[config.mk]
export PLATFORM = sky130hd
export DESIGN_NAME = wac_div
export DESIGN_NICKNAME = d
export VERILOG_FILES = /design/src/rtl/wac_pkg.sv /design/src/rtl/wac_div.sv
export SDC_FILE = /design/constraint.sdc
export NUM_CORES = 1
export LEC_CHECK = 0
export ABC_AREA = 1
export BUFFER_PORTS_ARGS = -buffer_cell sky130_fd_sc_hd__buf_2
export CAP_MARGIN = 20
export CORE_MARGIN = 2
export CORE_UTILIZATION = 52
export CTS_BUF_LIST = sky130_fd_sc_hd__clkbuf_16
export CTS_CLUSTER_DIAMETER = 40
export CTS_CLUSTER_SIZE = 14
export DETAILED_ROUTE_END_ITERATION = 8
export HOLD_SLACK_MARGIN = 0.15
export PLACE_DENSITY = 0.81
export SLEW_MARGIN = 20
export SYNTH_ARGS = -nofsm -noshare
export SYNTH_HDL_FRONTEND = slang
export SYNTH_SLANG_ARGS = --single-unit
export TNS_END_PERCENT = 1
[constraint.sdc]
create_clock -name clock -period 3.09 [get_ports clock]
set_input_delay 0.618 -clock clock [delete_from_list [all_inputs] [get_ports clock]]
set_output_delay 0.618 -clock clock [all_outputs]
set_load 0.03 [all_outputs]
[src/rtl/wac_pkg.sv]
`default_nettype none
// ----------------------------------------------------------------------------
// wac_pkg
// shared types and constants of the windowed complex autocorrelation block
// ----------------------------------------------------------------------------
package wac_pkg;

   // default ring depth
   localparam int WIN_MAX_DEF = 64;

   // field widths
   localparam int SAMPLE_W   = 16;
   localparam int IDX_W      = 24;
   localparam int CORR_W     = 18;
   localparam int REQ_W      = 32;
   localparam int RSP_W      = 48;
   localparam int WSIZE_W    = 7;
   localparam int SLIDE_W    = 8;
   localparam int CSR_ADDR_W = 8;
   localparam int CSR_DATA_W = 8;

   // fraction bits dropped from the q.28 lag sums
   localparam int FRAC_DROP = 12;

   // register indexes
   localparam logic [CSR_ADDR_W-1:0] CSR_WINDOW_SIZE = 8'd0;
   localparam logic [CSR_ADDR_W-1:0] CSR_SLIDE_STEP  = 8'd1;

   // register reset values
   localparam logic [WSIZE_W-1:0] WSIZE_RST = 7'd16;
   localparam logic [SLIDE_W-1:0] SLIDE_RST = 8'd1;

   localparam logic [CORR_W-1:0] CORR_MAX = '1;

   typedef enum logic [3:0] {
      ST_IDLE,
      ST_LOAD,
      ST_ROT,
      ST_MAC,
      ST_FLUSH,
      ST_ABS,
      ST_SQR,
      ST_SQS,
      ST_SQRT,
      ST_DIVL,
      ST_FIN,
      ST_OUT
   } state_type;

   // per-chain cell control
   typedef struct packed {
      logic en;
      logic load;
   } cell_ctrl_type;

endpackage
`default_nettype wire

[src/rtl/wac_div.sv]
`default_nettype none
// ----------------------------------------------------------------------------
// wac_div
// restoring unsigned divider, one quotient bit per cycle
// ----------------------------------------------------------------------------
module wac_div import wac_pkg::*; #(
   parameter int NW = 36,
   parameter int DW = 7
) (
   input  wire logic          clock,
   input  wire logic          reset,
   input  wire logic          start,
   input  wire logic [NW-1:0] dividend,
   input  wire logic [DW-1:0] divisor,
   output logic               done,
   output logic [NW-1:0]      quotient
);

   localparam int CW = $clog2(NW + 1);

   logic [NW-1:0] n_ff, n_in;
   logic [DW-1:0] d_ff, d_in;
   logic [DW-1:0] rem_ff, rem_in;
   logic [CW-1:0] cnt_ff, cnt_in;
   logic          done_ff, done_in;
   logic [DW:0]   trial;
   logic          ge;

   // shift in one dividend bit, subtract when it fits
   always_comb begin
      trial   = {rem_ff, n_ff[NW-1]};
      ge      = trial >= {1'b0, d_ff};
      n_in    = n_ff;
      d_in    = d_ff;
      rem_in  = rem_ff;
      cnt_in  = cnt_ff;
      done_in = 1'b0;
      if (start) begin
         n_in   = dividend;
         d_in   = divisor;
         rem_in = '0;
         cnt_in = CW'(NW);
      end else if (cnt_ff != '0) begin
         rem_in  = ge ? DW'(trial - {1'b0, d_ff}) : DW'(trial);
         n_in    = {n_ff[NW-2:0], ge};
         cnt_in  = cnt_ff - 1'b1;
         done_in = (cnt_ff == CW'(1));
      end
   end

   always_ff @(posedge clock) begin
      if (reset) begin
         cnt_ff  <= '0;
         done_ff <= 1'b0;
      end else begin
         cnt_ff  <= cnt_in;
         done_ff <= done_in;
      end
   end

   always_ff @(posedge clock) begin
      n_ff   <= n_in;
      d_ff   <= d_in;
      rem_ff <= rem_in;
   end

   assign done     = done_ff;
   assign quotient = n_ff;

endmodule
`default_nettype wire
# ---- Word-level counts from Yosys, hierarchy flattened
# Cells that the tools add are included.
dict set report word_totals {
  elab_cells 20
  output_inout_bits 37
  reg_bits 57
  inputBits 46
}
dict set report classes {
  n_addsub 2
  n_bitwise 1
  n_reduce_logical 4
  eq_ne 1
  mux 5
  magnitude_cmp 1
}
# cell n
set ops {}
lappend ops {{$mux W36} 2}
lappend ops {{$mux W6} 2}
lappend ops {{$ge A8 B7 Y1} 1}
lappend ops {{$mux W7} 1}
lappend ops {{$sub A7 B7 Y7} 1}
lappend ops {{$eq A6 B1 Y1 const B} 1}
lappend ops {{$reduce_bool A6 Y1} 1}
lappend ops {{$sub A6 B1 Y6 const B} 1}
lappend ops {{$reduce_or A3 Y1} 1}
lappend ops {{$reduce_bool A2 Y1} 1}
lappend ops {{$reduce_or A2 Y1} 1}
lappend ops {{$not A1 Y1} 1}

# ---- Logic depth before layout (Yosys ltp)
dict set report depth {
  ltp_word 3
  mapped_depth 14
  depth_no_buf 14
}

# ---- Least setup slack after synthesis
# Ideal clock, no wire load.
dict set report synth_timing {
  path_type {input -> register}
  start {in start}
  end {reg n_ff[0] (netlist: quotient[0]), enable pin}
  cell_stages 4
  slack_ns 0.680
  setup_time_ns 0.394
  arrival_time_ns 2.017
  path_buffers 2
  required_time_ns 2.696
  cell_sequence {clkbuf_1 > clkinv_1 > clkbuf_1 > nand2_1}
}
dict set report synth_between {
  elab_chain_cells 1
}
# element line_no
set synth_lines {}
lappend synth_lines {{from (decl)} wac_div.sv:12} ;# input wire logic start,
lappend synth_lines {{$reduce_bool A2 Y1 (no line)} -}
lappend synth_lines {{to (signal assigned)} wac_div.sv:62} ;# n_ff <= n_in;
lappend synth_lines {{to (decl)} wac_div.sv:21} ;# logic [NW-1:0] n_ff, n_in;
# No other way between the ends.
# A chain may end at the register's enable or synchronous reset.

# ---- Final worst setup path
dict set report layout_timing {
  start {reg n_ff[35] (netlist: quotient[35])}
  end {reg rem_ff[0]}
}
dict set report layout_between {
  elab_chain_cells 2
  elab_cells_between_ends 3
  classes_between {add/sub: 1; order compare: 1; mux: 1}
}
# element line_no
set layout_lines {}
lappend layout_lines {{$sub A7 B7 Y7 or $ge A8 B7 Y1 (tied branches)} {wac_div.sv:44, wac_div.sv:32}}
lappend layout_lines {{$mux W7 *} wac_div.sv:44} ;# rem_in = ge ? DW'(trial - {1'b0, d_ff}) : DW'(trial);
lappend layout_lines {{to (signal assigned)} wac_div.sv:64} ;# rem_ff <= rem_in;
lappend layout_lines {{to (decl)} wac_div.sv:23} ;# logic [DW-1:0] rem_ff, rem_in;
# Every way passes the cells marked *; elsewhere a longest branch is shown, timed or not.

==> impl_results.md <==
- Status: finished clean
- Sw power: 1.07 mW
- Final WS setup: ~1.1 ns
- DPL Wire Length: about 4.3 mm
- Synth Net Count: approximately 400
- Peak Freq: 493 MHz
- Hold path depth: 1
- Worst VDD drop: 450 uV
- Final Max Slew Viols: 0
- DIE WIDTH: approximately 80 um
- Multi-input gate area: about 1100 um2
- Final nets: a little under 500
- Routed WL: around 6.4 mm
- I/O Pins: 83
- Vias in the first global route: 2479
- First-pass GRT wire length: approximately 11 mm
- Largest net degree at the start of global routing: 50
- # H-tree levels: 3
- Clock power share: a little under a third
- Initial Utilization: approximately 55%
- Clock-pin slew on the worst setup and hold paths: about 0.050 ns
- Normalized max-slew margin: between 60 and 70%
- Final TNS setup: 0 ns
- Post-synth top area share: roughly 45%
- Core ar.: roughly 5200 um2
- DRT Pass-1 Iters: 7
- Root Driver: clkbuf_16
- DRT iter0 DRCs: between 200 and 300
- ANT cells: 0
- Num CTS Buffers: 9
- Max Cap Violations: 0
- Combinational cell fraction of total power: 32.9%
- Number of vias per cell: between 5 and 6
- Final-report hold violation count: 0
- Area growth syn-to-layout: 25.9%
- Final setup viols: 0
- TritonCTS clock tree: done
- Routed Antenna Nets: 0
- Total GRT Usage: a little under a quarter
- Yosys cell types: 26
- Worst-case reg-to-reg path depth: 14
- Critical path class: flip-flop to flip-flop
- Sw Share: a little over a third
- Post-synth top flop: edfxtp_1
- Setup Fix Bufs, Post-CTS: 0
- Full die area: a little over 6000 um2
- Seq/Total Area, Yosys: 55.2%
- Final min period: ~2.0 ns
- Worst Path Required: about 3.4 ns
- Sequential cell area: around 1600 um2
- PwrDens: around 840 nW/um2
- CP startpoint kind: flip-flop
- Synth Instances: 340
- Initial antenna violation count: 0
- Sequential power share: 36.5%
- Post-synth top cells: nand2_1 (161), edfxtp_1 (43), inv_1 (35)
- EDFF count, synth: 43
- Fin Clk Skew: around 0.0066 ns
- Yosys reg bits: 57
- Crit. End Element: flip-flop
- DRC: 0
- Hold Path Class: primary input to flip-flop
- Least-Margin Pin Slew: slightly above 0.5 ns
- Clock Path Buffers: 2
- Critical-path maximum fanout: 6
- P_int: around 1.9 mW
- # hold bufs at CTS: 0
- Crit path DAT: approximately 2.3 ns
- Final Util: between 60 and 70%
- Dpl ws: roughly 1.1 ns
- Worst-Skew Late Latency: ~0.32 ns
- Post-CTS sizing: 0
- Share of cells above drive strength 1: 24.0%
- Leading cell type by number of instances after synthesis: nand2_1
- # port buffers: between 80 and 90
- Placer Congestion: 0.840
- Chip height: 78.0 um
- Via count: about 2500
- Site Rows: 26
- Leakage: 1.90 nW
- Tcrit/Tclk final: 65.7%
- Yosys top cell by area: edfxtp_1
- Top post-synthesis cells by area: edfxtp_1 (45%), nand2_1 (21%), dfxtp_1 (9.8%)
- Cell area after synthesis: roughly 2800 um2
- Share of flip-flops with an asynchronous set or reset: 0%
- Syn. warnings: 0
- Fillcell total: about 410
- Sink Count: 57
- Avg Cell Area, Syn: 8.37 um2
- RSZ-0062 raised after global routing: false
- Grt total ovfl: 0
- Routed len/inst: roughly 13 um
critical path, cell delays in order (launching register included):
cell and delay [ns]:
edfxtp_1 0.36, inv_1 0.05, ha_1 0.22, fa_1 0.41, inv_1 0.11, nand2_1 0.07
nand2_1 0.10, nand2_1 0.08, nand2_1 0.08, nand2_2 0.10, nand2_1 0.16, nand2_1 0.07
nand3_1 0.07, nand2_1 0.07, inv_1 0.05
flip-flops by register name, indices dropped and copies added, names as in the netlist:
name and count:
rem_ff 7, done 1, quotient 36, cnt_ff 6, d_ff 7
placed cells by master (no fill, tap or decap), types with 9 or more instances in the layout:
cell | synthesis | final
ha_1 | 9 | 9
a21oi_1 | 9 | 9
nand3_1 | 20 | 20
inv_1 | 35 | 37
nand2_1 | 161 | 161
nor2_1 | 19 | 19
clkbuf_16 | 0 | 9
dfxtp_1 | 14 | 14
edfxtp_1 | 43 | 43
buf_2 | 0 | 82
layout make-up:
class                      instances  area share [%]
tap                               70            2.44
multi-input combinational        236            30.1
inverter                          36            3.77
sequential                        57            43.9
clock buffer                       9            6.28
timing repair buffer              85            12.1
clock inverter                     7            1.50
cell families (layout without fill, tap and decap cells):
logic type      after synthesis  in the layout  share of synthesized area [%]
simple gates                209            209                           29.4
buf+inv                      47            137                           6.95
xor+xnor                      2              2                          0.615
compound gates               15             15                           3.16
fa+ha+maj                    10             10                           4.66
flops                        57             57                           55.2
final timing paths:
| check | start | to | slack (ns) |
|---|---|---|---|
| setup / recovery | quotient[35]$_DFFE_PP_ | rem_ff[0]$_SDFFE_PP0N_ | 1.06 |
| setup reg to reg | quotient[35]$_DFFE_PP_ | rem_ff[0]$_SDFFE_PP0N_ | 1.06 |
| hold / removal | divisor[2] | d_ff[2]$_DFFE_PP_ | 0.48 |
| hold reg to reg | cnt_ff[4]$_SDFFE_PP0N_ | cnt_ff[4]$_SDFFE_PP0N_ | 0.49 |
routing by layer:
metal,part of all wire [%],up-vias,wire length [um],GRT usage (%)
met3,7.9,11,510,8.14
met4,1.3,0,84,9.47
met1,43,1144,2750,27.5
li1,-,1254,-,-
met5,0,-,0,0
met2,48,114,3100,37.4
power groups by stage:
stage | registers (mW) | clock network [mW] | logic, mW
4_1_cts | 1.09 | 0.934 | 0.976
6_report | 1.09 | 0.916 | 0.985
2_1_floorplan | 1.26 | 0 | 0.556
5_1_grt | 1.11 | 0.975 | 1.09
3_3_place_gp | 1.10 | 0 | 0.937
3_5_place_dp | 1.10 | 0 | 0.958
per-stage QoR:
step,cells,area [um2],hold slack (ns),power [mW]
floorplan,340,2850,0.447,1.82
global placement,484,3300,0.465,2.04
detailed placement,484,3300,0.484,2.06
CTS,500,3580,0.465,3.00
global route,500,3580,0.461,3.18
finish,500,3580,0.476,2.99
(Power assumes the default switching activity.)
