File: config.mk
export PLATFORM = sky130hd
export DESIGN_NAME = wac_isqrt
export DESIGN_NICKNAME = d
export VERILOG_FILES = /design/src/rtl/wac_pkg.sv /design/src/rtl/wac_isqrt.sv
export SDC_FILE = /design/constraint.sdc
export NUM_CORES = 1
export LEC_CHECK = 0
export ABC_AREA = 1
export BUFFER_PORTS_ARGS = -buffer_cell sky130_fd_sc_hd__buf_2
export CAP_MARGIN = 0
export CORE_AREA = 2 2 275 277
export CTS_CLUSTER_SIZE = 16
export DETAILED_ROUTE_END_ITERATION = 10
export DIE_AREA = 0 0 277 279
export RECOVER_POWER = 100
export SLEW_MARGIN = 40
export SYNTH_ARGS = -nofsm -noshare
export SYNTH_HDL_FRONTEND = slang
export SYNTH_SLANG_ARGS = --single-unit
File: constraint.sdc
create_clock -name clock -period 8.18 [get_ports clock]
set_clock_uncertainty 0.2 [all_clocks]
set_input_delay 0.818 -clock clock [delete_from_list [all_inputs] [get_ports clock]]
set_output_delay 0.818 -clock clock [all_outputs]
set_load 0.02 [all_outputs]
File: src/rtl/wac_pkg.sv
`default_nettype none
// ----------------------------------------------------------------------------
// wac_pkg
// shared types and constants of the windowed complex autocorrelation block
// ----------------------------------------------------------------------------
package wac_pkg;

   // default ring depth
   localparam int WIN_MAX_DEF = 64;

   // field widths
   localparam int SAMPLE_W   = 16;
   localparam int IDX_W      = 24;
   localparam int CORR_W     = 18;
   localparam int REQ_W      = 32;
   localparam int RSP_W      = 48;
   localparam int WSIZE_W    = 7;
   localparam int SLIDE_W    = 8;
   localparam int CSR_ADDR_W = 8;
   localparam int CSR_DATA_W = 8;

   // fraction bits dropped from the q.28 lag sums
   localparam int FRAC_DROP = 12;

   // register indexes
   localparam logic [CSR_ADDR_W-1:0] CSR_WINDOW_SIZE = 8'd0;
   localparam logic [CSR_ADDR_W-1:0] CSR_SLIDE_STEP  = 8'd1;

   // register reset values
   localparam logic [WSIZE_W-1:0] WSIZE_RST = 7'd16;
   localparam logic [SLIDE_W-1:0] SLIDE_RST = 8'd1;

   localparam logic [CORR_W-1:0] CORR_MAX = '1;

   typedef enum logic [3:0] {
      ST_IDLE,
      ST_LOAD,
      ST_ROT,
      ST_MAC,
      ST_FLUSH,
      ST_ABS,
      ST_SQR,
      ST_SQS,
      ST_SQRT,
      ST_DIVL,
      ST_FIN,
      ST_OUT
   } state_type;

   // per-chain cell control
   typedef struct packed {
      logic en;
      logic load;
   } cell_ctrl_type;

endpackage
`default_nettype wire

File: src/rtl/wac_isqrt.sv
`default_nettype none
// ----------------------------------------------------------------------------
// wac_isqrt
// floor square root, one result bit per cycle
// ----------------------------------------------------------------------------
module wac_isqrt import wac_pkg::*; #(
   parameter int IW = 60
) (
   input  wire logic            clock,
   input  wire logic            reset,
   input  wire logic            start,
   input  wire logic [IW-1:0]   radicand,
   output logic                 done,
   output logic [IW/2-1:0]      root
);

   localparam logic [IW-1:0] BIT_TOP = {2'b01, {(IW-2){1'b0}}};

   logic [IW-1:0] v_ff, v_in;
   logic [IW-1:0] r_ff, r_in;
   logic [IW-1:0] bit_ff, bit_in;
   logic          done_ff, done_in;
   logic [IW-1:0] trial;

   // one digit step
   always_comb begin
      trial   = r_ff + bit_ff;
      v_in    = v_ff;
      r_in    = r_ff;
      bit_in  = bit_ff;
      done_in = 1'b0;
      if (start) begin
         v_in   = radicand;
         r_in   = '0;
         bit_in = BIT_TOP;
      end else if (bit_ff != '0) begin
         if (v_ff >= trial) begin
            v_in = v_ff - trial;
            r_in = (r_ff >> 1) + bit_ff;
         end else begin
            r_in = r_ff >> 1;
         end
         bit_in  = bit_ff >> 2;
         done_in = bit_ff[0];
      end
   end

   always_ff @(posedge clock) begin
      if (reset) begin
         bit_ff  <= '0;
         done_ff <= 1'b0;
      end else begin
         bit_ff  <= bit_in;
         done_ff <= done_in;
      end
   end

   always_ff @(posedge clock) begin
      v_ff <= v_in;
      r_ff <= r_in;
   end

   assign done = done_ff;
   assign root = r_ff[IW/2-1:0];

endmodule
`default_nettype wire

**After elaboration in Yosys (flattened, before gate mapping)**

Cells that the tools add are included.

- Register bits after elaboration: 151
- Bits in latches: 0
- Bits in writable memories: 0
- Bits in read-only memories: 0
- Input port bits: 63
- Output and inout bits: 31
- Word-level logic and storage cells: 22
- Memories kept: 0

- Add/subtract/negate cells: 3
- Multiply operators: 0
- Div/mod/pow operators: 0
- $lt $le $gt $ge: 1
- Equal/unequal tests: 0
- Shift operators: 0
- Multiplexer cells: 6
- Bitwise operators: 1
- Reduce and logical (&&, ||, !) cells: 6

Operators by type and width:

| kind | number |
|---|---|
| 2-to-1 mux 60 bit | 4 |
| 2-to-1 mux 59 bit | 2 |
| adder 59 x 59 -> 60 bit | 1 |
| adder 60 x 59 -> 60 bit | 1 |
| >= comparator 60 bit | 1 |
| nonzero test 60 bit | 1 |
| subtractor 60 bit | 1 |
| nonzero test 2 bit | 2 |
| OR reduction 3 bit | 1 |
| AND reduction 2 bit | 1 |
| OR reduction 2 bit | 1 |
| NOT 1 bit | 1 |

**Logic depth before layout (Yosys ltp)**

Gate-level depths: netlist (run 1).

- Depth in word-level cells: 5
- Mapped depth: 31
- Mapped depth without buffers: 30

**Worst setup path before layout (run 1)**

OpenSTA, ideal clock, no wires.

- Kind: reg2reg
- Start point: reg bit_ff[0]
- End point: reg v_ff[0], enable pin
- Library setup time: 514 ps
- Arrival time: 6383 ps
- Required time: 7466 ps
- Path slack: 1083 ps
- Stages on the path, launching flop included: 21
- Path buffers: 1
- Period minus slack after synthesis: 7097 ps
- Cell sequence: dfxtp_1 -> ha_1 -> ha_1 -> nand2_1 -> nand2_1 -> nand2_1 -> a21oi_1 -> a21boi_0 -> o21ai_1 -> a21oi_1 -> xor2_1 -> ha_1 -> nand2_1 -> nor2_2 -> inv_1 -> nor2_1 -> nand2_1 -> nor2_2 -> nand2_4 -> buf_2 -> a31oi_1

- Longest elaborated chain between the ends: 4
- Elaborated cells on any way between the ends: 6
- Classes of those cells: 1 x add/sub; 1 x order compare; 4 x reduce/logical

Ends and longest elaborated chain:

| element | line | text |
|---|---|---|
| from (decl) | wac_isqrt.sv:21 | `logic [IW-1:0] bit_ff, bit_in;` |
| from (signal assigned) | wac_isqrt.sv:53 | `bit_ff <= bit_in;` |
| adder 60 x 59 -> 60 bit | wac_isqrt.sv:27 | `trial = r_ff + bit_ff;` |
| >= comparator 60 bit | wac_isqrt.sv:37 | `if (v_ff >= trial) begin` |
| nonzero test 2 bit (no line) | - |  |
| AND reduction 2 bit (no line) (*) | - |  |
| to (signal assigned) | wac_isqrt.sv:59 | `v_ff <= v_in;` |
| to (decl) | wac_isqrt.sv:19 | `logic [IW-1:0] v_ff, v_in;` |

Mark *: on every way between the ends. The rest lies on a longest branch, timed or not.
A chain may end at the register's enable or synchronous reset.

**Worst setup path after layout (run 1)**

- Start point: reg r_ff[4]
- End point: reg r_ff[39]

- Longest elaborated chain between the ends: 3
- Elaborated cells on any way between the ends: 4
- Classes of those cells: 2 x add/sub; 1 x order compare; 1 x mux

Ends and longest elaborated chain:

| element | line | text |
|---|---|---|
| from (decl) | wac_isqrt.sv:20 | `logic [IW-1:0] r_ff, r_in;` |
| from (signal assigned) | wac_isqrt.sv:60 | `r_ff <= r_in;` |
| adder 60 x 59 -> 60 bit | wac_isqrt.sv:27 |  |
| >= comparator 60 bit | wac_isqrt.sv:37 |  |
| 2-to-1 mux 60 bit (*) | wac_isqrt.sv:37 |  |

Marked as above.

==> flow_summary.toml, run 1 <==
[synth]
yosysWarnings = 0
synth-seq-cells = 151
synth_area_um2 = 18500
synth_edf_count = 60
synth_fp_nets = 3458
yosysSeqAreaShare = 0.196
synthFlopType = "dfxtp_1"
avgSynthCellArea_um2 = 5.65
syn_inst = 3272
synthArstFlopShare = 0
synth_cell_types = 48

[timing]
maxSlewHeadroom = -1.39
timing.hold.ws_ns = 0.278
hold_violations = 0
timing.final.crit_share = 0.796
rsz0062_at_grt = "no"
setup_slack_ns = 1.67
period_minus_slack_ns = 6.51
setup-violations-final = 0
fin_setup_tns_ns = 0
final-max-slew-violation-count = 150
tightestPinTransition_ns = 3.58
fmax_mhz = 154

[floorplanning]
chipHeight_um = 279
boundaryPins = 94
dieArea_um2 = 77300
design.core.area_um2 = 74100
initial_core_util = 0.250
row_count = 100
die-width_um = 277

[power]
ir_drop_v = 0.000163
leakagePower_nw = 9.46
power_w = 0.00564
power_density_nw_per_um2 = 279

[clock_network]
cts_setup_buffers = 0
cts_sinks = 151
clk_latency_ns = 0.49
ctsResizeCount = 0
clockRootBuffer = "clkbuf_16"
cts_buffer_depth = 2
cts_max_level = 4
cts_hold_buf = 0
path_clk_slew_ns = 0.07
tritoncts = "built"
cts_buffers = 17

[finish]
drive_gt1_frac = 0.0371
register_area_um2 = 3620
multiInputGateArea_um2 = 12300
syn_to_final_growth_pct = 9.23
fin_util = 0.273
fillers = 8615
nets = 3490

[grt]
track_usage = 0.195
grt_pass1_wl_um = 115000
grt_overflow_total = 0
antenna_found_initial = 2
grt_pass1_vias = 19700
grt_max_degree = 75

[worst_setup_path]
start_kind = "flop"
worst_ep_arrival_time_ns = 6.69
end_kind = "flop"
required_ns = 8.35
path_max_fanout = 70
crit_type = "flop to flop"

[placement]
dpl.hpwl_um = 63700
routabilityCongestion = 0.963
place_ws_ns = 2.28
io_buffers = 93

[drt]
avgRoutedWirePerCell_um = 17.8
drcViolationCount = 0
drt-total-wl_um = 76500
ant_nets = 0
vias_per_cell = 4.80
drt_iter0_drc = 1942
first_pass_iters = 6
num_vias = 20600

[run]
maxCapViolCount = 3

[hold_path]
hold_path.class = "flop to flop"

[outcome]
status = "complete, but fails checks"
violations = "max-capacitance violations, max-slew violations"
stage by stage:
step	std cells	cell area (um^2)
finish	4288	20200
global route	4286	20200
CTS	4286	20300
detailed placement	4254	19700
global placement	4254	19700
floorplan	3272	18500
path summary, 6_finish.rpt:
path / start / to / slack, ns / depth (start not counted)
worst max register to register: r_ff[4] / r_ff[39] / 1.67 / 23
worst min-delay path: bit_ff[36] / bit_ff[34] / 0.28 / 2
worst min register to register: bit_ff[36] / bit_ff[34] / 0.28 / 2
worst max-delay path: r_ff[4] / r_ff[39] / 1.67 / 23
cells by family (layout without fill, tap and decap cells):
| group | count (synthesis) | in the layout | synth area share |
|---|---|---|---|
| AND/OR/NAND/NOR | 1880 | 1880 | 0.424 |
| flip-flops | 151 | 151 | 0.196 |
| XOR/XNOR | 93 | 93 | 0.0441 |
| other | 0 | 2 | 0 |
| buffers and inverters | 633 | 678 | 0.140 |
| AO/OA/AOI/OAI | 392 | 392 | 0.112 |
| adder cells (fa/ha/maj) | 123 | 123 | 0.0837 |
placed cells by master, fill, tap and decap left out, types with 60 or more instances in the layout:
cell type / n
buf_2: 61
edfxtp_1: 60
inv_1: 541
nand3_1: 310
o21ai_0: 162
nand2_1: 1108
dfxtp_1: 91
nor2_1: 325
ha_1: 122
a21oi_1: 174
critical path, cell delays in order, from the launching register on:
cell and delay (ns):
dfxtp_1 0.40, ha_1 0.40, nand2_1 0.10, inv_1 0.08
nand2_1 0.05, a21oi_1 0.41, a21boi_0 0.31, o21ai_0 0.78
a21oi_1 0.17, xor2_1 0.36, ha_1 0.37, nand2_1 0.14
inv_1 0.05, nand2_1 0.06, nand2_1 0.06, a21oi_1 0.25
a21oi_2 0.10, nor2_1 0.70, buf_4 0.57, nand2_8 0.38
nand2_1 0.20, nand3_1 0.08, nand2_1 0.07, inv_1 0.05
routing by layer:
metal | track usage | wire length, um | up-vias
li1 | - | - | 10400
met1 | 0.261 | 35100 | 9350
met2 | 0.320 | 34500 | 667
met3 | 0.0212 | 4120 | 129
met4 | 0.0751 | 2780 | 0
met5 | 0 | 0 | -
area by class of cell:
type / instances / area share
tap: 969 / 0.0600
inverter: 545 / 0.101
timing repair buffer: 101 / 0.0239
antenna: 2 / 0.000248
sequential: 151 / 0.179
multi-input combinational: 2488 / 0.608
clock buffer: 19 / 0.0219
clock inverter: 13 / 0.00545
where the power goes:
group / switching, W / leakage (nW) / internal (W)
sequential: 0.000227 / 1.34 / 0.00106
combinational: 0.00242 / 7.85 / 0.00112
clock: 0.000404 / 0.270 / 0.000406
Yosys cell counts (8+ instances only):
library cell     n  area share
a21o_1           8      0.0032
a21oi_1        174       0.047
and2_1           8      0.0027
buf_2           20      0.0054
buf_4           34       0.014
buf_6            8      0.0049
clkbuf_1        25      0.0051
dfxtp_1         91       0.099
edfxtp_1        60       0.097
ha_1           122       0.083
inv_1          541        0.11
nand2_1       1108        0.22
nand3_1        310       0.084
nand3b_1        29       0.012
nand4_1         36       0.012
nor2_1         322       0.065
nor2_2           9      0.0030
nor3_1          26      0.0070
nor4_1          11      0.0037
o21ai_0        153       0.041
o21ai_1         20      0.0054
o21bai_1        22      0.0089
or2_2            9      0.0030
xnor2_1         44       0.021
xor2_1          49       0.023
sequential cells by signal (all words and copies together) (netlist names):
name / cells
bit_ff: 30
done: 1
r_ff: 60
v_ff: 60
(Power assumes the default switching activity.)
==> run 2: changes to the inputs <==
--- a/config.mk
+++ b/config.mk
@@ -5,13 +5,13 @@
 export SDC_FILE = /design/constraint.sdc
 export NUM_CORES = 1
 export LEC_CHECK = 0
-export ABC_AREA = 1
+export ABC_AREA = 0
 export BUFFER_PORTS_ARGS = -buffer_cell sky130_fd_sc_hd__buf_2
 export CAP_MARGIN = 0
-export CORE_AREA = 2 2 275 277
+export CORE_AREA = 2 2 242 244
 export CTS_CLUSTER_SIZE = 16
 export DETAILED_ROUTE_END_ITERATION = 10
-export DIE_AREA = 0 0 277 279
+export DIE_AREA = 0 0 244 246
 export RECOVER_POWER = 100
 export SLEW_MARGIN = 40
 export SYNTH_ARGS = -nofsm -noshare
==> constraint.sdc (replaced) <==
create_clock -name clock -period 5.85 [get_ports clock]
set_clock_uncertainty 0.2 [all_clocks]
set_input_delay 0.585 -clock clock [delete_from_list [all_inputs] [get_ports clock]]
set_output_delay 0.585 -clock clock [all_outputs]
set_load 0.02 [all_outputs]
==> run 2 against run 1 <==
  * The run now ends clean
  * Via count fell by 31%
  * Cell count down 37%
  * Critical path depth up 2
  * Hold slack got worse by 0.20 ns
  * Synthesized cell count decreased by 44%
  * Maximum frequency rose by 17%
  * Combinational power rose by 5%
  * Sequential power is 19% higher
  * Non-clock buffer count up 100
  * Clock power rose by 43%
  * Core utilization up 1.7 points
  * Critical path type unchanged
  * Largest power group unchanged
==> flow_summary.toml, run 2 <==
[worst_setup_path]
required_ns = 6.03
start_kind = "flop"
path_common_cell = "buf_4"
path_max_fanout = 8
crit_type = "flop to flop"
startpoint = "bit_ff[0]"
timing.rr.start = "bit_ff[0]"
crit_buf_inv = 4
cpMaxStageDelayCell = "ha_2"
end_kind = "flop"
worst_ep_arrival_time_ns = 5.76
crit_family = "compound AO/OA/AOI/OAI gates"
cpPeakStageDelay_ns = 0.39

[drt]
num_vias = 14200
drcViolationCount = 0
drt_iter0_drc = 988
vias_per_cell = 5.26
ant_nets = 0
first_pass_iters = 5
avgRoutedWirePerCell_um = 17.7
drt-total-wl_um = 47600

[placement]
place_ws_ns = 0.0776
placed_area_um2 = 15900
routabilityCongestion = 0.904
dpl.hpwl_um = 36700
io_buffers = 93

[floorplanning]
initial_core_util = 0.248
chipHeight_um = 246
row_count = 88
boundaryPins = 94
design.core.area_um2 = 57400
die-width_um = 244
dieArea_um2 = 60000

[grt]
antenna_found_initial = 0
grt_pass1_wl_um = 74200
grt_pass1_vias = 13500
grt_max_degree = 93
grt_overflow_total = 0
track_usage = 0.155

[clock_network]
cts_hold_buf = 0
clockRootBuffer = "clkbuf_16"
cts_sinks = 151
cts_buffers = 17
tritoncts = "built"
path_clk_slew_ns = 0.07
cts_max_level = 4
cts_buffer_depth = 2
clk_latency_ns = 0.47

[timing]
timing.hold.ws_ns = 0.0829
final-max-slew-violation-count = 0
tightestPinTransition_ns = 1.47
timing.final.crit_share = 0.954
setup_slack_ns = 0.268
fmax_mhz = 179
hold_violations = 0
maxSlewHeadroom = 0.0195
setup-violations-final = 0
period_minus_slack_ns = 5.58

[hold_path]
hold_path.class = "input port to flop"
worstHoldStart = "reset"

[finish]
drive_gt1_frac = 0.149
fillers = 6099
biggestRegsByFlops = "r_ff: 60 flops, v_ff: 60 flops, bit_ff: 30 flops"
nets = 2104
final_area_um2 = 16600
fin_util = 0.290
syn_to_final_growth_pct = 17.0
final_cell_mix = "nand2_1, nor2_1, o21ai_0"
final_common_cell = "nand2_1"
antenna_cells = 0

[synth]
synth_edf_count = 60
synthFlopType = "dfxtp_1"
synth-seq-cells = 151
synth_cell_types = 74
synth_largest_area_cell = "dfxtp_1"
yosysSeqAreaShare = 0.255
synth_commonest_cells = "nand2_1, nor2_1, o21ai_0"
synthArstFlopShare = 0
synth_top_area_share = 0.128
yosysWarnings = 0
yosysMostFrequentCell = "nand2_1"
synth_area_um2 = 14200
synthTopCellsByArea = "dfxtp_1, edfxtp_1, ha_1"
synth_fp_nets = 2010
syn_inst = 1824
avgSynthCellArea_um2 = 7.80

[power]
power_density_nw_per_um2 = 385
ir_drop_v = 0.000205
power_w = 0.00641
leakagePower_nw = 6.51

[run]
maxCapViolCount = 0

[outcome]
status = "complete, no violations"
-- run 2: changes by cell type in the layout (fill, tap and decap cells not counted), sizes merged, moves of 32 or more --
cell    previous run  this run
inv              553        54
a21oi            175       127
nand3            311        31
nand2           1112       175
xnor2             44        76
a211oi             1        45
a21o               8        51
buf               67       200
a31oi              2        54
and3               2        41
nor2             332       166
clkbuf            53        20
-- run 2: layer usage --
layer,vias to the layer above,global-route usage,share of wire
li1,6945,-,-
met4,0,0.0554,0.027
met2,364,0.251,0.45
met1,6809,0.206,0.47
met5,-,0,0
met3,61,0.0281,0.051
-- run 2: metrics by stage --
step / cells / setup TNS, ns
after floorplan: 1824 / 0
after global placement: 2662 / 0
after detailed placement: 2662 / 0
after CTS: 2694 / 0
after global routing: 2696 / -1.04
final: 2696 / 0
-- run 2: repair_timing --
item | in CTS | in global routing
hold endpoints to repair | 0 | 0
resized for setup | 0 | 32
setup endpoints to repair | 0 | 133
setup buffers | 0 | 1
-- run 2: final cells by class --
cell class,count,area (um^2),area share
inverter,47,176,0.0106
sequential,151,3620,0.218
multi-input combinational,1500,9940,0.598
clock inverter,13,140,0.00842
tap,765,957,0.0575
timing repair buffer,201,1350,0.0811
clock buffer,19,443,0.0266
-- run 2: cell families (layout without fill, tap and decap cells) --
kind of cell,count (synthesis),after routing,share of synthesized area
adders and majority gates,123,123,0.109
buffers and inverters,174,280,0.0578
muxes,15,15,0.0109
and+or+nand+nor,626,626,0.211
xor gates and xnor gates,136,136,0.0838
DFF,151,151,0.255
AOI/OAI and AO/OA,599,600,0.273
-- run 2: path summary, 6_finish.rpt --
check	cells after the start	slack [ns]	end
max	25	0.27	r_ff[57]
min	2	0.08	bit_ff[58]
max reg2reg	25	0.27	r_ff[57]
min reg2reg	2	0.32	r_ff[59]
-- run 2: report_power, final --
part,internal (W),switching (W),leakage (nW)
logic,0.00157,0.00216,4.87
registers,0.00137,0.000148,1.34
clock network,0.000644,0.000513,0.291
