### config.mk
export PLATFORM = sky130hd
export DESIGN_NAME = wac_cell
export DESIGN_NICKNAME = d
export VERILOG_FILES = /design/src/rtl/wac_pkg.sv /design/src/rtl/wac_cell.sv
export SDC_FILE = /design/constraint.sdc
export NUM_CORES = 1
export LEC_CHECK = 0
export ABC_CLOCK_PERIOD_IN_PS = 800
export BUFFER_PORTS_ARGS = -buffer_cell sky130_fd_sc_hd__buf_2
export CELL_PAD_IN_SITES_DETAIL_PLACEMENT = 2
export CELL_PAD_IN_SITES_GLOBAL_PLACEMENT = 2
export CORE_UTILIZATION = 19
export CTS_CLUSTER_SIZE = 12
export DETAILED_ROUTE_END_ITERATION = 6
export GPL_TIMING_DRIVEN = 0
export PLACE_DENSITY_LB_ADDON = 0.12
export SYNTH_ARGS = -nofsm -noshare
export SYNTH_HDL_FRONTEND = slang
export SYNTH_SLANG_ARGS = --single-unit
### constraint.sdc
create_clock -name clock -period 0.8 [get_ports clock]
set_clock_uncertainty 0.1 [all_clocks]
set_input_delay 0.04 -clock clock [delete_from_list [all_inputs] [get_ports clock]]
set_output_delay 0.04 -clock clock [all_outputs]
set_load 0.005 [all_outputs]
### src/rtl/wac_pkg.sv
`default_nettype none
// ----------------------------------------------------------------------------
// wac_pkg
// shared types and constants of the windowed complex autocorrelation block
// ----------------------------------------------------------------------------
package wac_pkg;

   // default ring depth
   localparam int WIN_MAX_DEF = 64;

   // field widths
   localparam int SAMPLE_W   = 16;
   localparam int IDX_W      = 24;
   localparam int CORR_W     = 18;
   localparam int REQ_W      = 32;
   localparam int RSP_W      = 48;
   localparam int WSIZE_W    = 7;
   localparam int SLIDE_W    = 8;
   localparam int CSR_ADDR_W = 8;
   localparam int CSR_DATA_W = 8;

   // fraction bits dropped from the q.28 lag sums
   localparam int FRAC_DROP = 12;

   // register indexes
   localparam logic [CSR_ADDR_W-1:0] CSR_WINDOW_SIZE = 8'd0;
   localparam logic [CSR_ADDR_W-1:0] CSR_SLIDE_STEP  = 8'd1;

   // register reset values
   localparam logic [WSIZE_W-1:0] WSIZE_RST = 7'd16;
   localparam logic [SLIDE_W-1:0] SLIDE_RST = 8'd1;

   localparam logic [CORR_W-1:0] CORR_MAX = '1;

   typedef enum logic [3:0] {
      ST_IDLE,
      ST_LOAD,
      ST_ROT,
      ST_MAC,
      ST_FLUSH,
      ST_ABS,
      ST_SQR,
      ST_SQS,
      ST_SQRT,
      ST_DIVL,
      ST_FIN,
      ST_OUT
   } state_type;

   // per-chain cell control
   typedef struct packed {
      logic en;
      logic load;
   } cell_ctrl_type;

endpackage
`default_nettype wire

### src/rtl/wac_cell.sv
`default_nettype none
// ----------------------------------------------------------------------------
// wac_cell
// one sample cell of a chain: loads, takes its neighbor, or wraps at the tail
// ----------------------------------------------------------------------------
module wac_cell import wac_pkg::*; #(
   parameter int DW = REQ_W
) (
   input  wire logic          clock,
   input  wire cell_ctrl_type ctrl,
   input  wire logic          tail,
   input  wire logic [DW-1:0] load_val,
   input  wire logic [DW-1:0] next_val,
   input  wire logic [DW-1:0] wrap_val,
   output logic [DW-1:0]      q
);

   logic [DW-1:0] val_ff;
   logic [DW-1:0] val_in;

   // source select
   always_comb begin
      if (ctrl.load) begin
         val_in = load_val;
      end else if (tail) begin
         val_in = wrap_val;
      end else begin
         val_in = next_val;
      end
   end

   always_ff @(posedge clock) begin
      if (ctrl.en) begin
         val_ff <= val_in;
      end
   end

   assign q = val_ff;

endmodule
`default_nettype wire

### After elaboration in Yosys (flattened, before gate mapping)

Cells that the tools add are included.

| cells by class | value |
|---|---|
| muxes and demuxes | 2 |

Operator list:

| kind | number |
|---|---|
| $mux W32 | 2 |

| storage, ports and cells | value |
|---|---|
| output and inout bits | 32 |
| input bits | 100 |
| register bits after elaboration | 32 |
| logic and storage cells | 3 |

### Longest topological paths before layout

Gate-level depths: netlist of run 1.

| depth | value |
|---|---|
| word-level depth | 2 |
| mapped depth | 4 |

### Worst setup path after synthesis of run 1

No wires, ideal clock.

| path | value |
|---|---|
| kind | input -> register |
| from | input tail |
| to | register val_ff[12], in the netlist q[12] (data pin) |
| stages | 4 |
| required time | 444 ps |
| slack | -108 ps |
| setup time | 256 ps |
| data arrival time | 552 ps |
| cell sequence | buf_6 -> buf_12 -> mux2i_1 -> o21ai_2 |

| on the way | value |
|---|---|
| cells in the longest elaborated chain, start to end | 2 |

RTL lines:

| item | RTL line | text |
|---|---|---|
| start: declaration | wac_cell.sv:11 | `input wire logic tail,` |
| $mux W32 | wac_cell.sv:25 | `end else if (tail) begin` |
| $mux W32 | wac_cell.sv:23 | `if (ctrl.load) begin` |
| net val_in[12] | wac_cell.sv:19 | `logic [DW-1:0] val_in;` |
| end signal: assignment | wac_cell.sv:34 | `val_ff <= val_in;` |
| end: declaration | wac_cell.sv:18 | `logic [DW-1:0] val_ff;` |

The timed path passes the listed nets, and every way through them passes these cells.
A chain may end at the register's enable or synchronous reset.

### Final worst setup path of run 1

| path | value |
|---|---|
| from | register val_ff[7], in the netlist q[7] |
| to | output q[7] |

RTL lines:

| item | RTL line | text |
|---|---|---|
| end: declaration | wac_cell.sv:15 | `output logic [DW-1:0] q` |

No word-level cell between the ends.

==> impl_metrics.yaml, run 1 <==
outcome:
  status: "finished, violations left"
  violations: "negative hold slack, negative setup slack"
min_path:
  hold_depth: 3
  worstHoldEndpoint: "q[12]"
  min_from: "load_val[12]"
  hp-class: "in2reg"
power_and_ir_drop:
  clock_power_share_pct: 35.2
  seqPwrFrac_pct: 46.3
  p_leak_nw: 1.24
  p_int_mw: 3.41
  ir_drop_mv: 0.532
  power_frac_comb_pct: 18.5
  total_switching_power_mw: 1.07
  power_mw: 4.47
  powerDensity_nw_per_um2: 1740
  swShare_pct: 23.9
grt:
  first_global_vias: 1637
  grt_usage_pct: 12.0
  grt_pass1_wl_um: 8050
  overflow: 0
  antenna_found_initial: 0
  grt_start_max_net_pins: 33
yosys:
  yosys_warnings: 0
  netlist_area_um2: 1680
  syn_nets: 239
  synth_area_leader_cell: "edfxtp_1"
  syn_area_per_cell_um2: 12.1
  yosys-top-cells-area: "edfxtp_1 57%, mux2i_1 19%, o21ai_1 8.4%"
  ys_ff_latch: 32
  ys_seq_area_share_pct: 57.4
  synthDistinctLibCells: 9
  synth_top_area_share_pct: 57.4
  syn_inst: 139
cells_and_area:
  fill_cells: 999
  largest_reg_flops: 32
  final_nets: 375
  post-route-util_pct: 30.7
  diodes: 0
  drive_gt1_share_pct: 54.3
  final_cells: 381
  syn_to_final_growth_pct: 53.7
clocking:
  clock_path_buffers: 2
  cts_setup_buffers: 0
  tritoncts: "done"
  numCtsBuffers: 5
  htreeDepth: 2
  path_clk_slew_ns: 0.08
  cts_sinks: 32
  root_buffer: "clkbuf_8"
floorplan:
  fp.coreArea_um2: 8380
  dieWidth_um: 95.9
  die-area_um2: 9200
  start_util_pct: 20.0
  fp.dieH_um: 95.9
  io_pins: 132
  rows: 33
placement:
  io_buffers: 129
  post-dp-hpwl_um: 4260
  dp_cells: 373
  gp_congestion: 0.635
  post-place-ws_ns: -0.361
timing:
  finalHoldViolCount: 32
  fmax_mhz: 1060
  post-route-period-util_pct: 118
  max-slew-margin-rel_pct: 70.3
  worst_pin_slew_ns: 0.445
  layout_setup_ws_ns: -0.145
  hold_slack_ns: -0.0740
  finalSetupTns_ns: -3.80
  rsz0062_at_grt: "true"
  drv_slew: 0
  min_period_ns: 0.945
  finalSetupViolations: 32
drt:
  drt_iter0_drc: 34
  first_pass_iters: 3
  drcViolationCount: 0
  drt-total-wl_um: 5480
  post_drt_wl_per_cell_um: 14.4
  num_vias: 1589
  postRouteAntennaNets: 0
  via_per_inst: 4.17
setup_path:
  crit_family: "flip-flops"
  crit_path_max_incr_delay_ns: 0.38
  cp-end-kind: "output port"
  crit_buf_inv: 1
  cp_data_arrival_time_ns: 0.81
  start_kind: "flop"
  cp_data_required_time_ns: 0.66
  crit_fanout: 1
  crit_chain: "buf_2"
  path_class: "reg2out"
  cp_slowest_cell: "edfxtp_1"
job:
  drv_cap: 0
-- how the worst max path moves through the flow --
| stage | from | endpoint | slack, ns | cells past startpoint |
|---|---|---|---|---|
| 6_report | q[7] | q[7] | -0.15 | 1 |
| 5_1_grt | q[25] | q[25] | -0.18 | 1 |
| 4_1_cts | q[7] | q[7] | -0.16 | 1 |
| 3_5_place_dp | ctrl[1] | q[14] | -0.36 | 1 |
| 3_3_place_gp | ctrl[1] | q[17] | -0.39 | 1 |
| 2_1_floorplan | tail | q[12] | -0.08 | 4 |
-- cells in the mapped netlist --
library cell / instances
buf_2: 7
mux2i_1: 32
o21ai_2: 2
o21ai_1: 28
edfxtp_1: 32
buf_12: 3
nand2_1: 32
o21ai_0: 2
buf_6: 1
-- area by class of cell --
type	instances	area (um2)	area share, %
Buffer	11	115	4.47
Clock buffer	5	68.8	2.67
Clock inverter	3	42.5	1.65
Multi-Input combinational cell	96	608	23.6
Sequential cell	32	961	37.3
Tap cell	105	131	5.10
Timing Repair Buffer	129	648	25.2
-- metal layers --
| layer | routed length (um) | vias up | GRT usage [%] |
|---|---|---|---|
| met5 | 0 | - | 0 |
| met4 | 65 | 0 | 3.73 |
| met3 | 517 | 8 | 4.50 |
| met2 | 2680 | 72 | 20.8 |
| met1 | 2220 | 735 | 13.6 |
| li1 | - | 774 | - |
-- power by group through the flow --
stage,Clock [mW],Combinational (mW),Sequential [mW]
final,1.58,0.827,2.07
after detailed placement,0,0.857,2.11
after global routing,1.69,0.932,2.09
after floorplan,0,0.317,2.14
after CTS,1.63,0.860,2.07
after global placement,0,0.845,2.10
-- cell families after synthesis --
logic type / share of synthesized area, %
AO/OA/AOI/OAI: 10.0
flip-flops: 57.4
AND/OR/NAND/NOR: 7.17
multiplexers: 19.1
buffers and inverters: 6.35
-- metrics by stage --
step,cell area [um2],hold slack (ns)
6_report,2570,-0.0740
5_1_grt,2570,-0.0660
4_1_cts,2570,-0.0826
2_1_floorplan,1680,0.0525
3_5_place_dp,2460,0.228
3_3_place_gp,2460,0.222
-- what timing repair did --
item / in CTS / in global routing
endpoints found under the hold margin: 32 / 32
gates resized for setup: 1 / 0
endpoints found under the setup margin: 64 / 32
-- cell usage in the layout (no fill, tap or decap), drive strengths merged --
| cell | synthesis | layout |
|---|---|---|
| buf | 11 | 140 |
| clkinv | 0 | 1 |
| clkinvlp | 0 | 1 |
| o21ai | 32 | 32 |
| mux2i | 32 | 32 |
| clkbuf | 0 | 5 |
| bufinv | 0 | 1 |
| nand2 | 32 | 32 |
| edfxtp | 32 | 32 |
Note: power is estimated with default switching activity, not from simulation.
==> run 2, diff against run 1 <==
--- a/config.mk
+++ b/config.mk
@@ -13,7 +13,7 @@
 export CTS_CLUSTER_SIZE = 12
 export DETAILED_ROUTE_END_ITERATION = 6
 export GPL_TIMING_DRIVEN = 0
-export PLACE_DENSITY_LB_ADDON = 0.12
+export PLACE_DENSITY = 0.73
 export SYNTH_ARGS = -nofsm -noshare
 export SYNTH_HDL_FRONTEND = slang
 export SYNTH_SLANG_ARGS = --single-unit
==> impl_metrics.yaml, run 2 (same netlist as run 1, synthesis figures left out) <==
power_and_ir_drop:
  ir_drop_mv: 0.620
  total_switching_power_mw: 1.06
  p_int_mw: 3.39
  seqPwrFrac_pct: 46.7
  power_frac_comb_pct: 18.7
  powerDensity_nw_per_um2: 1730
  clock_power_share_pct: 34.6
  p_leak_nw: 1.24
  swShare_pct: 23.7
grt:
  grt_start_max_net_pins: 33
  overflow: 0
  antenna_found_initial: 0
  first_global_vias: 1810
  grt_pass1_wl_um: 8340
  grt_usage_pct: 12.3
timing:
  hold_slack_ns: -0.0655
  layout_setup_ws_ns: -0.149
  worst_pin_slew_ns: 0.438
  drv_slew: 0
  finalSetupTns_ns: -3.83
  post-route-period-util_pct: 119
  rsz0062_at_grt: "true"
  min_period_ns: 0.949
  max-slew-margin-rel_pct: 70.8
  finalHoldViolCount: 32
  finalSetupViolations: 32
  fmax_mhz: 1050
drt:
  drt-total-wl_um: 5570
  met3_length_um: 452
  wl_met2_um: 2840
  drcViolationCount: 0
  num_vias: 1621
  drt_iter0_drc: 17
  dr.max_layer_used: "met4"
  via_per_inst: 4.25
  first_pass_iters: 3
  post_drt_wl_per_cell_um: 14.6
  postRouteAntennaNets: 0
  drt-met1-wl_um: 2170
cells_and_area:
  syn_to_final_growth_pct: 53.4
  final_nets: 375
  diodes: 0
  final_area_um2: 2570
  multiInputGateArea_um2: 608
  largest_reg_flops: 32
  fill_cells: 974
  drive_gt1_share_pct: 53.6
  final_common_cell: "buf_2"
  seq_area_um2: 961
  final_cell_mix: "135 x buf_2, 32 x mux2i_1, 32 x nand2_1, 32 x edfxtp_1, 28 x o21ai_1"
setup_path:
  start_kind: "flop"
  crit_fanout: 1
  crit_start: "q[10]"
  cp_slowest_cell: "edfxtp_1"
  crit_chain: "buf_2"
  path_depth: 1
  crit_buf_inv: 1
  crit_path_max_incr_delay_ns: 0.38
  cp_data_arrival_time_ns: 0.81
  setup.worst_path.end: "q[10]"
  cp-end-kind: "output port"
  crit_family: "flip-flops"
  cp_data_required_time_ns: 0.66
  path_class: "reg2out"
clocking:
  path_clk_slew_ns: 0.07
  root_buffer: "clkbuf_8"
  numCtsBuffers: 5
  clock_path_buffers: 2
  cts_sinks: 32
  htreeDepth: 2
  cts_setup_buffers: 0
  tritoncts: "done"
outcome:
  status: "finished, violations left"
  violations: "negative hold slack, negative setup slack"
min_path:
  hp-class: "in2reg"
  hold_depth: 3
placement:
  post-dp-hpwl_um: 4370
  gp_congestion: 0.657
  place_area_um2: 2460
  io_buffers: 129
job:
  drv_cap: 0
floorplan:
  dieWidth_um: 95.9
  fp.dieH_um: 95.9
  start_util_pct: 20.0
  die-area_um2: 9200
  rows: 33
  io_pins: 132
  fp.coreArea_um2: 8380
run 2: cell count changes in the layout (fill, tap and decap cells not counted):
cell | previous run | this run
clkinv_1 | 0 | 2
clkinv_2 | 1 | 0
clkinvlp_4 | 1 | 0
run 2: cell type report:
| cell class | instances | share of cell area [%] |
|---|---|---|
| Sequential cell | 32 | 37.4 |
| Clock inverter | 3 | 1.46 |
| Clock buffer | 5 | 2.68 |
| Buffer | 11 | 4.48 |
| Timing Repair Buffer | 129 | 25.2 |
| Tap cell | 105 | 5.11 |
| Multi-Input combinational cell | 96 | 23.7 |
run 2: timing repair:
item                                    in CTS  in global routing
endpoints found under the setup margin      64                 32
gates resized for setup                      1                  0
endpoints found under the hold margin       32                 32
run 2: routing by layer:
| layer | up-vias | GRT usage (%) |
|---|---|---|
| met1 | 755 | 12.4 |
| met4 | 0 | 4.23 |
| met5 | - | 0 |
| li1 | 774 | - |
| met2 | 83 | 23.9 |
| met3 | 9 | 3.63 |
run 2: per-stage QoR:
stage | total power [mW] | hold slack, ns | util (%) | worst slack, ns | instances
floorplan | 2.46 | 0.0525 | - | -0.0812 | 139
global placement | 2.94 | 0.221 | 29.4 | -0.364 | 373
detailed placement | 2.98 | 0.228 | 29.4 | -0.368 | 373
CTS | 4.55 | -0.0713 | 30.7 | -0.166 | 381
global route | 4.71 | -0.0637 | 30.7 | -0.202 | 381
finish | 4.45 | -0.0655 | 30.7 | -0.149 | 381
run 2: worst min-delay path by stage:
stage	to	from	slack, ns
3_5_place_dp	q[7]	load_val[7]	0.23
6_report	q[7]	load_val[7]	-0.07
4_1_cts	q[7]	load_val[7]	-0.07
3_3_place_gp	q[30]	load_val[30]	0.22
2_1_floorplan	q[0]	ctrl[1]	0.05
5_1_grt	q[7]	load_val[7]	-0.06
run 2: power by group through the flow:
stage | Combinational (mW) | Sequential (mW) | Clock (mW)
4_1_cts | 0.862 | 2.08 | 1.61
2_1_floorplan | 0.317 | 2.14 | 0
3_3_place_gp | 0.830 | 2.11 | 0
3_5_place_dp | 0.857 | 2.12 | 0
6_report | 0.833 | 2.08 | 1.54
5_1_grt | 0.931 | 2.10 | 1.69
==> run 3, diff against run 2 <==
--- a/config.mk
+++ b/config.mk
@@ -7,6 +7,7 @@
 export LEC_CHECK = 0
 export ABC_CLOCK_PERIOD_IN_PS = 800
 export BUFFER_PORTS_ARGS = -buffer_cell sky130_fd_sc_hd__buf_2
+export CAP_MARGIN = 5
 export CELL_PAD_IN_SITES_DETAIL_PLACEMENT = 2
 export CELL_PAD_IN_SITES_GLOBAL_PLACEMENT = 2
 export CORE_UTILIZATION = 19
==> constraint.sdc (replaced) <==
create_clock -name clock -period 0.8 [get_ports clock]
set_clock_uncertainty 0.1 [all_clocks]
set_input_delay 0.12 -clock clock [delete_from_list [all_inputs] [get_ports clock]]
set_output_delay 0.12 -clock clock [all_outputs]
set_load 0.005 [all_outputs]
==> impl_metrics.yaml, run 3 (same netlist as run 1, synthesis figures left out) <==
cells_and_area:
  final_common_cell: "buf_2"
  diodes: 0
  final_nets: 375
  post-route-util_pct: 30.7
  fill_cells: 997
  seq_area_um2: 961
  syn_to_final_growth_pct: 53.4
  drive_gt1_share_pct: 54.5
  final_cells: 380
  largest_reg_flops: 32
  final_cell_mix: "133 x buf_2, 32 x nand2_1, 32 x edfxtp_1, 30 x mux2i_1, 28 x o21ai_1"
  multiInputGateArea_um2: 624
setup_path:
  crit_path_max_incr_delay_ns: 0.38
  start_kind: "flop"
  crit_fanout: 1
  crit_chain: "buf_2"
  cp_data_required_time_ns: 0.58
  cp_data_arrival_time_ns: 0.81
  cp_slowest_cell: "edfxtp_1"
  cp-end-kind: "output port"
  crit_family: "flip-flops"
  crit_buf_inv: 1
  path_class: "reg2out"
outcome:
  violations: "negative setup slack"
  status: "finished, violations left"
clocking:
  htreeDepth: 2
  numCtsBuffers: 5
  clock_path_buffers: 2
  cts.hold.buffers_added: 0
  tritoncts: "done"
  root_buffer: "clkbuf_8"
  cts_sinks: 32
  path_clk_slew_ns: 0.07
timing:
  post-route-period-util_pct: 129
  worst_pin_slew_ns: 0.440
  finalHoldViolCount: 0
  rsz0062_at_grt: "true"
  max-slew-margin-rel_pct: 70.7
  drv_slew: 0
  fmax_mhz: 967
  finalSetupViolations: 32
  min_period_ns: 1.03
  layout_setup_ws_ns: -0.234
placement:
  io_buffers: 129
  gp_congestion: 0.710
  post-place-ws_ns: -0.438
  dp_cells: 373
  post-dp-hpwl_um: 4470
min_path:
  hp-class: "in2reg"
drt:
  via_per_inst: 4.29
  first_pass_iters: 4
  drt_iter0_drc: 18
  postRouteAntennaNets: 0
  drcViolationCount: 0
  num_vias: 1631
  drt-total-wl_um: 5610
  post_drt_wl_per_cell_um: 14.8
floorplan:
  start_util_pct: 20.0
  dieWidth_um: 95.9
  io_pins: 132
  fp.dieH_um: 95.9
  fp.coreArea_um2: 8380
  rows: 33
  die-area_um2: 9200
job:
  drv_cap: 0
grt:
  first_global_vias: 1815
  grt_usage_pct: 12.6
  grt_start_max_net_pins: 33
  overflow: 0
  antenna_found_initial: 0
  grt_pass1_wl_um: 8560
power_and_ir_drop:
  powerDensity_nw_per_um2: 1600
  ir_drop_mv: 0.497
  p_leak_nw: 1.23
  power_mw: 4.12
[run 3: report_power, final]
part           total [mW]  internal, mW  leakage, nW  switching (mW)
Combinational       0.859         0.461        0.881           0.398
Clock                1.19         0.592       0.0410           0.598
Sequential           2.07          2.04        0.312          0.0359
Total                4.12          3.09         1.23            1.03
[run 3: routing by layer]
| metal | part of all wire (%) | track usage, % | up-vias |
|---|---|---|---|
| met3 | 7.9 | 3.16 | 6 |
| met5 | 0 | 0 | - |
| met4 | 1.9 | 6.72 | 0 |
| li1 | - | - | 774 |
| met2 | 52 | 23.3 | 77 |
| met1 | 38 | 13.1 | 774 |
[run 3: through the flow]
stage          TNS, ns  cell area [um2]  hold slack [ns]
3_3_place_gp    -20.15             2470            0.300
4_1_cts          -6.82             2550          0.00892
2_1_floorplan    -4.21             1700            0.132
6_report         -6.18             2570           0.0160
3_5_place_dp    -21.14             2470            0.306
5_1_grt          -7.65             2570           0.0209
[run 3: final cells by class]
| cell class | instances | area share, % |
|---|---|---|
| Sequential cell | 32 | 37.4 |
| Timing Repair Buffer | 129 | 25.2 |
| Multi-Input combinational cell | 96 | 24.3 |
| Tap cell | 105 | 5.11 |
| Buffer | 11 | 4.97 |
| Clock buffer | 6 | 2.82 |
| Clock inverter | 1 | 0.195 |
[run 3: repair_timing]
item | in CTS | in global routing
hold endpoints to repair | 0 | 0
pin swaps | 0 | 0
gates resized for setup | 1 | 3
setup endpoints to repair | 64 | 34
setup buffers | 0 | 0
[run 3: worst paths after layout]
| path | from | endpoint | slack [ns] | cells after the start |
|---|---|---|---|---|
| worst max-delay path | q[6] | q[6] | -0.23 | 1 |
| worst min-delay path | load_val[7] | q[7] | 0.02 | 3 |
